===== src/sv/bslp_pkg.sv =====
`default_nettype none

package bslp_pkg;

  localparam int unsigned TIME_W  = 32;
  localparam int unsigned LEVEL_W = 3;
  localparam int unsigned EVENT_W = 3;
  localparam int unsigned CFG_W   = 16;
  localparam int unsigned CFG_IDX_W = 1;

  // register indexes
  localparam logic [CFG_IDX_W-1:0] CFG_SHORT_MIN = 1'b0;
  localparam logic [CFG_IDX_W-1:0] CFG_LONG_MIN  = 1'b1;

  localparam logic [EVENT_W-1:0] EV_NONE = '0;

  localparam logic [CFG_W-1:0] SHORT_MIN_RST = 16'd200;
  localparam logic [CFG_W-1:0] LONG_MIN_RST  = 16'd1000;

  // what a lane found in the current word
  typedef struct packed {
    logic hit;
    logic is_long;
  } lane_res_t;

  // how the merge stage lets a lane commit
  typedef struct packed {
    logic take;        // scan reached this lane
    logic keep_level;  // lane produced the event: hold last level
  } lane_upd_t;

endpackage

`default_nettype wire


===== src/sv/bslp_lane.sv =====
`default_nettype none

module bslp_lane (
  input  wire logic                            clk_i,
  input  wire logic                            rst_ni,
  input  wire logic                            level_i,
  input  wire logic [bslp_pkg::TIME_W-1:0]     time_ms_i,
  input  wire logic [bslp_pkg::CFG_W-1:0]      short_min_i,
  input  wire logic [bslp_pkg::CFG_W-1:0]      long_min_i,
  input  wire bslp_pkg::lane_upd_t             upd_i,
  output bslp_pkg::lane_res_t                  res_o
);
  import bslp_pkg::*;

  logic              prev_q, armed_q, ldone_q;
  logic [TIME_W-1:0] stamp_q;

  logic              fall, rise, armed_e, ldone_e;
  logic              short_hit, long_hit;
  logic              armed_d, ldone_d;
  logic [TIME_W-1:0] stamp_d, held;

  always_comb begin
    fall    = !level_i && prev_q;
    stamp_d = fall ? time_ms_i : stamp_q;
    armed_e = fall || armed_q;
    ldone_e = !fall && ldone_q;
    held    = time_ms_i - stamp_d;  // wraps mod 2^32

    rise      = level_i && !prev_q && armed_e;
    short_hit = rise && !ldone_e && (held > {{(TIME_W-CFG_W){1'b0}}, short_min_i});
    long_hit  = !level_i && armed_e && !ldone_e
                && (held >= {{(TIME_W-CFG_W){1'b0}}, long_min_i});

    armed_d = armed_e && !rise;
    ldone_d = ldone_e || long_hit;

    res_o.hit     = short_hit || long_hit;
    res_o.is_long = long_hit;
  end

  always_ff @(posedge clk_i or negedge rst_ni) begin
    if (!rst_ni) begin
      prev_q  <= 1'b1;
      armed_q <= 1'b0;
      ldone_q <= 1'b0;
      stamp_q <= '0;
    end else if (upd_i.take) begin
      stamp_q <= stamp_d;
      armed_q <= armed_d;
      ldone_q <= ldone_d;
      if (!upd_i.keep_level) begin
        prev_q <= level_i;
      end
    end
  end

endmodule

`default_nettype wire


===== src/sv/bslp_merge.sv =====
`default_nettype none

module bslp_merge #(
  parameter int unsigned BUTTON_COUNT = 3
) (
  input  wire logic                               accept_i,
  input  wire bslp_pkg::lane_res_t [BUTTON_COUNT-1:0] res_i,
  output bslp_pkg::lane_upd_t [BUTTON_COUNT-1:0]  upd_o,
  output logic [bslp_pkg::EVENT_W-1:0]            event_o
);
  import bslp_pkg::*;

  logic found;

  // first lane with a hit wins; lanes past it are left alone
  always_comb begin
    found   = 1'b0;
    event_o = EV_NONE;
    for (int i = 0; i < int'(BUTTON_COUNT); i++) begin
      upd_o[i].take       = accept_i && !found;
      upd_o[i].keep_level = res_i[i].hit;
      if (!found && res_i[i].hit) begin
        found   = 1'b1;
        event_o = res_i[i].is_long ? EVENT_W'(2 * i + 2) : EVENT_W'(2 * i + 1);
      end
    end
  end

endmodule

`default_nettype wire


===== src/sv/button_short_long_press_classifier.sv =====
`default_nettype none

// Short/long press classifier for BUTTON_COUNT active-low buttons. Each input
// word carries a wrapping millisecond timestamp and the pin levels; each one
// yields exactly one output word with event_res (0 none, 2i+1 short press of
// button i, 2i+2 long press). One lane per button evaluates its edge and hold
// time in parallel; a priority merge picks the lowest-index event and decides
// which lanes commit state, so the scan-order semantics hold. Throughput is one
// word per clock unless the output stalls; results are registered in the output
// register. The rate is set by the per-button state update (32-bit hold
// subtract and compare, then the priority merge) being combinational.
// in_stall_o rises only while a result sits in the output register and the
// consumer stalls. Thresholds are written through cfg_we_i/cfg_idx_i/cfg_data_i
// (0 short_min_ms, reset 200; 1 long_min_ms, reset 1000) and should change only
// while the block is idle. Buttons past the three level bits read as pressed.
module button_short_long_press_classifier #(
  parameter int unsigned BUTTON_COUNT = 3
) (
  input  wire logic                              clk_i,
  input  wire logic                              rst_ni,
  input  wire logic                              in_valid_i,
  output logic                                   in_stall_o,
  input  wire logic [bslp_pkg::TIME_W-1:0]       time_ms_i,
  input  wire logic [bslp_pkg::LEVEL_W-1:0]      levels_i,
  output logic                                   out_valid_o,
  input  wire logic                              out_stall_i,
  output logic [bslp_pkg::EVENT_W-1:0]           event_res_o,
  input  wire logic                              cfg_we_i,
  input  wire logic [bslp_pkg::CFG_IDX_W-1:0]    cfg_idx_i,
  input  wire logic [bslp_pkg::CFG_W-1:0]        cfg_data_i
);
  import bslp_pkg::*;

  // thresholds
  logic [CFG_W-1:0] short_min_q, long_min_q;

  // output register
  logic               out_valid_q, out_valid_d;
  logic [EVENT_W-1:0] event_q;

  logic               accept;
  logic [EVENT_W-1:0] event_d;

  lane_res_t [BUTTON_COUNT-1:0] lane_res;
  lane_upd_t [BUTTON_COUNT-1:0] lane_upd;

  // new word accepted whenever the output slot is free or being drained
  assign in_stall_o  = out_valid_q && out_stall_i;
  assign accept      = in_valid_i && !in_stall_o;
  assign out_valid_d = accept || (out_valid_q && out_stall_i);

  assign out_valid_o = out_valid_q;
  assign event_res_o = event_q;

  always_ff @(posedge clk_i or negedge rst_ni) begin
    if (!rst_ni) begin
      short_min_q <= SHORT_MIN_RST;
      long_min_q  <= LONG_MIN_RST;
    end else if (cfg_we_i) begin
      unique case (cfg_idx_i)
        CFG_SHORT_MIN: short_min_q <= cfg_data_i;
        CFG_LONG_MIN:  long_min_q  <= cfg_data_i;
        default: ;
      endcase
    end
  end

  always_ff @(posedge clk_i or negedge rst_ni) begin
    if (!rst_ni) begin
      out_valid_q <= 1'b0;
    end else begin
      out_valid_q <= out_valid_d;
    end
  end

  always_ff @(posedge clk_i) begin
    if (accept) begin
      event_q <= event_d;
    end
  end

  // one lane per button
  for (genvar g = 0; g < BUTTON_COUNT; g++) begin : g_lane
    logic lvl;
    if (g < LEVEL_W) begin : g_pin
      assign lvl = levels_i[g];
    end else begin : g_nopin
      assign lvl = 1'b0;  // no pin bit: reads as pressed
    end

    bslp_lane u_lane (
      .clk_i       (clk_i),
      .rst_ni      (rst_ni),
      .level_i     (lvl),
      .time_ms_i   (time_ms_i),
      .short_min_i (short_min_q),
      .long_min_i  (long_min_q),
      .upd_i       (lane_upd[g]),
      .res_o       (lane_res[g])
    );
  end

  bslp_merge #(
    .BUTTON_COUNT (BUTTON_COUNT)
  ) u_merge (
    .accept_i (accept),
    .res_i    (lane_res),
    .upd_o    (lane_upd),
    .event_o  (event_d)
  );

endmodule

`default_nettype wire


===== config.mk =====
export PLATFORM = sky130hd
export DESIGN_NAME = button_short_long_press_classifier
export DESIGN_NICKNAME = d
export VERILOG_FILES = /design/src/sv/bslp_pkg.sv /design/src/sv/bslp_lane.sv /design/src/sv/bslp_merge.sv /design/src/sv/button_short_long_press_classifier.sv
export SDC_FILE = /design/constraint.sdc
export NUM_CORES = 1
export LEC_CHECK = 0
export BUFFER_PORTS_ARGS = -buffer_cell sky130_fd_sc_hd__buf_4
export CAP_MARGIN = 20
export CORE_MARGIN = 10
export CORE_UTILIZATION = 50
export CTS_CLUSTER_DIAMETER = 60
export DETAILED_ROUTE_END_ITERATION = 7
export PLACE_DENSITY = 0.69
export SETUP_SLACK_MARGIN = 0.02
export SYNTH_ARGS = -nofsm -noshare
export SYNTH_HDL_FRONTEND = slang
export SYNTH_HIERARCHICAL = 1
export SYNTH_SLANG_ARGS = --single-unit

===== constraint.sdc =====
create_clock -name clk_i -period 7.8 [get_ports clk_i]
set_clock_uncertainty 0.2 [all_clocks]
set_input_delay 1.17 -clock clk_i [delete_from_list [all_inputs] [get_ports clk_i]]
set_output_delay 1.17 -clock clk_i [all_outputs]
set_load 0.005 [all_outputs]

Yosys cells after proc, flatten, opt, wreduce, memory -nomap -nowiden
Index checks and enable logic that the tools add are counted.
{"block": "totals", "out_inout_bits": 5, "inputBits": 57, "ff_bits": 141, "wordCells": 109}
{"block": "classes", "order_cmp": 6, "n_bitwise": 4, "n_reduce_logical": 69, "n_mux": 11, "add_sub_neg": 3}
{"operator": ">= comparator 32 x 16 -> 1 bit", "count": 3}
{"operator": "greater-than comparator 32 x 16 -> 1 bit", "count": 3}
{"operator": "two-way mux 32 bit", "count": 3}
{"operator": "subtractor 32 bit", "count": 3}
{"operator": "logical AND 1 bit", "count": 36}
{"operator": "logical NOT 1 bit", "count": 18}
{"operator": "logical OR 1 bit", "count": 10}
{"operator": "AND reduction 2 bit", "count": 5}
{"operator": "two-way mux 3 bit", "count": 3}
{"operator": "two-way mux 2 bit", "count": 3}
{"operator": "inverter 1 bit", "count": 4}
{"operator": "two-way mux 1 bit", "count": 2}

Logic depth before layout (Yosys ltp)
{"block": "depth", "ltp_word": 15, "depth_mapped": 33, "mapped_depth_nobuf": 28}

Hierarchy
The synthesis kept the hierarchy.
{"mod": "bslp_lane at g_lane[0].u_lane", "area_per_inst_um2": 4744.6, "cells_per_inst": 590, "seq_area_each_um2": 877.1, "instances": 1}
{"mod": "bslp_lane at g_lane[1].u_lane", "area_per_inst_um2": 4703.3, "cells_per_inst": 581, "seq_area_each_um2": 877.1, "instances": 1}
{"mod": "bslp_lane at g_lane[2].u_lane", "area_per_inst_um2": 4555.6, "cells_per_inst": 570, "seq_area_each_um2": 877.1, "instances": 1}
{"mod": "button_short_long_press_classifier", "area_per_inst_um2": 1397.6, "cells_per_inst": 76, "seq_area_each_um2": 927.1, "instances": 1}
{"mod": "bslp_merge", "area_per_inst_um2": 107.6, "cells_per_inst": 15, "seq_area_each_um2": 0.0, "instances": 1}

Least setup slack after synthesis
OpenSTA, ideal clock, no wires.
{"block": "synth_timing", "path_type": "in2reg", "start": "input port levels_i[0] in the netlist's numbering", "end": "register g_lane[2].u_lane.stamp_q[11]", "n_path_buf": 5, "path_slack_ns": 0.981, "setup_time_ns": 0.125, "path_stages": 32, "t_arrival_ns": 6.494, "required_time_ns": 7.475, "path_cell_list": "nand2b_1 -> buf_4 -> clkbuf_1 -> clkbuf_1 -> nand2_1 -> o21ai_0 -> ha_1 -> inv_1 -> ha_1 -> o21bai_2 -> a21oi_1 -> a2bb2oi_1 -> a21boi_0 -> o221ai_1 -> nand2_1 -> a21oi_1 -> a21oi_1 -> a21oi_1 -> ha_1 -> nor3_1 -> nor3_1 -> o41ai_1 -> a21oi_1 -> and4b_1 -> a211oi_2 -> a21o_1 -> nor2b_1 -> and2b_1 -> nand2_1 -> clkbuf_1 -> clkbuf_1 -> mux2_2"}
{"element": "start, declared", "line_no": "button_short_long_press_classifier.sv:24", "text": "input wire logic [bslp_pkg::LEVEL_W-1:0] levels_i,"}
{"element": "end signal, assigned", "line_no": "bslp_lane.sv:49", "text": "stamp_q <= stamp_d;"}
{"element": "end, declared", "line_no": "bslp_lane.sv:16", "text": "logic [TIME_W-1:0] stamp_q;"}

==> impl_metrics.yaml <==
synthesis:
  synth_cell_types: 106
  synth_fp_nets: 2048
  synth_mux_area_frac: 0.1256
  postSynthCellCount: 1832
  synth-edff-count: 3
  synthFlopType: "dfrtp_1"
  synth_compound_area_frac: 0.2349
  synth_area_um2: 15510
  synth.avg_cell_area_um2: 8.465
  synth_xor_area_frac: 0.04849
  synth_fa_ha_area_frac: 0.1388
  ys_seq_area_frac: 0.2294
  ys_ff_latch: 141
  synth_top_family_by_area: "compound AO/OA/AOI/OAI gates"
  synth_warnings: 6
  async_reset_ff_frac: 0.9787
  yosys.area_share.simple: 0.1637
power_and_ir_drop:
  ir_drop_mv: 0.2156
  leakage_nw: 7.657
  p_total_mw: 7.531
  power_density_nw_per_um2: 449.0
min_path:
  worstHoldEndpoint: "g_lane[1].u_lane/stamp_q[0]"
  hp-start: "g_lane[1].u_lane/stamp_q[0]"
  min_path_type: "flip-flop to flip-flop"
  hold_depth: 2
final_layout:
  num-nets-final: 2071
  drive_above_1_share: 0.1563
  antenna_cells: 0
  fin_util: 0.5483
  syn2layout_area_growth_pct: 8.157
floorplanning:
  rows: 64
  die_x_um: 196.1
  coreArea_um2: 30590
  dieArea_um2: 38460
  start_util: 0.5070
  io_pins: 62
  die_h_um: 196.1
critical_path:
  r2r_end: "g_lane[2].u_lane/stamp_q[1]"
  critPathKind: "input pin to flip-flop"
  r2r_cells: 22
  worstPathMaxFanout: 21
  worstPathArrival_ns: 6.53
  crit_path_start_kind: "input pin"
  r2r_setup_slack_ns: 1.60
  required_ns: 7.93
  r2r-start: "g_lane[0].u_lane/prev_q"
  end_kind: "flip-flop"
routing:
  wl_per_cell_um: 19.76
  vias_per_cell: 6.057
  drcViolationCount: 0
  antenna_left: 0
  dr.pass1.iters: 6
  first_iter_violations: 1187
  drt-total-wl_um: 44750
  num_vias: 13712
global_route:
  grt_max_degree: 87
  overflow: 0
  grt_pass1_wl_um: 71880
  grt_pass1_vias: 13430
  grt_use_total: 0.2298
  antenna_found_initial: 2
placement:
  dp_worst_setup_slack_ns: 0.9901
  finalWeightedCongestion: 0.9323
  portBuffers: 61
  dpl.hpwl_um: 35150
cts:
  post-cts-setup-buffer-count: 0
  cts_buffer_depth: 2
  cts_buffers: 17
  cts_sinks: 141
  h-tree-depth: 4
  clk_pin_slew_ns: 0.06
  hold_buffers: 0
  clk-insertion-delay-late_ns: 0.45
  cts-resized-gates: 0
  cts_root_buffer: "clkbuf_16"
  cts_tree: "yes"
timing:
  rsz0062_at_grt: "no"
  slew_headroom: 0.3920
  finalCritPeriodShare: 0.8206
  finalHoldViolations: 0
  setup_violations: 0
  finalSetupTns_ns: 0
  slew_violations: 0
  fin_ws_ns: 1.399
  fmax_ghz: 0.1562
  holdWs_ns: 0.2847
  fin_crit_ns: 6.401
  max_slew.worst_pin.slew_ns: 0.9101
outcome:
  outcome: "finished clean"
run:
  max-cap-violations: 0
[cells in the mapped netlist, types with 41 or more instances]
master,count,area [um2]
o21ai_0,104,520.5
dfrtp_1,126,3153
xnor2_1,43,376.6
xor2_1,41,359.1
nor2_1,112,420.4
mux2i_1,66,660.6
a21oi_1,148,740.7
nand2_1,152,570.6
inv_1,151,566.8
a21o_1,50,375.4
ha_1,159,1989
mux2_2,101,1137
[worst max-delay path by stage]
stage / start / to / slack, ns / cells past startpoint
2_1_floorplan: levels_i[0] / g_lane[2].u_lane/stamp_q[11] / 0.98 / 32
3_3_place_gp: levels_i[0] / g_lane[2].u_lane/stamp_q[3] / 1.11 / 23
3_5_place_dp: levels_i[0] / g_lane[2].u_lane/stamp_q[12] / 0.99 / 27
4_1_cts: levels_i[0] / g_lane[2].u_lane/stamp_q[12] / 1.46 / 23
5_1_grt: levels_i[0] / g_lane[2].u_lane/stamp_q[1] / 0.97 / 23
6_report: levels_i[0] / g_lane[2].u_lane/stamp_q[1] / 1.40 / 27
[state kept, by name (all words and copies together), names as in the netlist]
register and flops:
g_lane.u_lane/stamp_q 96, long_min_q 16, g_lane.u_lane/armed_q 3, out_valid_o 1
g_lane.u_lane/prev_q 3, short_min_q 16, g_lane.u_lane/ldone_q 3, event_res_o 3
[layer usage]
metal  global-route usage  share of wire  up-vias
met5                    0        0.00076        -
met4              0.09191          0.034        4
met3              0.03768          0.048       82
met2               0.3736           0.46      389
met1               0.2971           0.46     6503
li1                     -              -     6734
[worst max-delay path, cell delays in order]
cell	delay, ns
buf_4	0.15
nand2b_1	0.18
o21ai_0	0.25
ha_1	0.25
inv_1	0.07
ha_1	0.21
o21bai_2	0.23
a21oi_1	0.13
a2bb2oi_1	0.19
a21boi_0	0.20
o221ai_1	0.18
xor2_1	0.27
ha_1	0.32
o21a_1	0.12
o21a_1	0.16
o21a_1	0.16
o21a_1	0.19
o21ai_0	0.21
o211ai_1	0.13
nand2_1	0.08
nand4_1	0.11
a21o_1	0.26
nor2b_1	0.37
and2b_1	0.27
nand2_1	0.10
buf_4	0.24
mux2_2	0.30
[per-stage QoR]
stage | std cells | area [um2]
6_report | 2264 | 16770
2_1_floorplan | 1832 | 15510
5_1_grt | 2264 | 16770
3_3_place_gp | 2232 | 16210
4_1_cts | 2264 | 16770
3_5_place_dp | 2232 | 16210
[area by class of cell]
cell class	count	area, um2
Fill cell	2881	13820
Multi-Input combinational cell	1471	11040
Sequential cell	141	3558
Inverter	151	566.8
Timing Repair Buffer	73	551.8
Tap cell	396	495.5
Clock buffer	19	452.9
Clock inverter	13	106.4
[cells in the final DEF, fill, tap and decap left out, types with 13 or more instances in the layout]
cell type / n
dfrtp_1: 126
a31oi_1: 20
nor2b_1: 38
a211oi_1: 14
inv_1: 151
nand4_1: 37
nor3_1: 23
buf_4: 72
maj3_1: 13
nand2b_1: 33
nand2_1: 152
ha_1: 159
o21ai_0: 104
mux2i_1: 66
nand3_1: 21
o21a_1: 20
xnor2_1: 43
o21bai_1: 17
o211ai_1: 14
xor2_1: 41
nor2_1: 112
clkbuf_16: 17
a21o_1: 50
mux2_2: 101
a21oi_1: 148
[power breakdown]
part | internal [mW] | leakage [nW] | switching, mW
Clock | 0.429 | 0.267 | 0.366
Combinational | 2.30 | 5.70 | 3.12
Sequential | 1.04 | 1.68 | 0.275
[logic make-up (layout without fill, tap and decap cells)]
| group | Yosys count | in the layout |
|---|---|---|
| flip-flops | 141 | 141 |
| XOR/XNOR | 85 | 85 |
| adder cells (fa/ha/maj) | 175 | 175 |
| multiplexers | 177 | 177 |
| buffers and inverters | 220 | 256 |
| AO/OA/AOI/OAI | 535 | 535 |
| AND/OR/NAND/NOR | 499 | 499 |
Note: power is estimated with default switching activity, not from simulation.
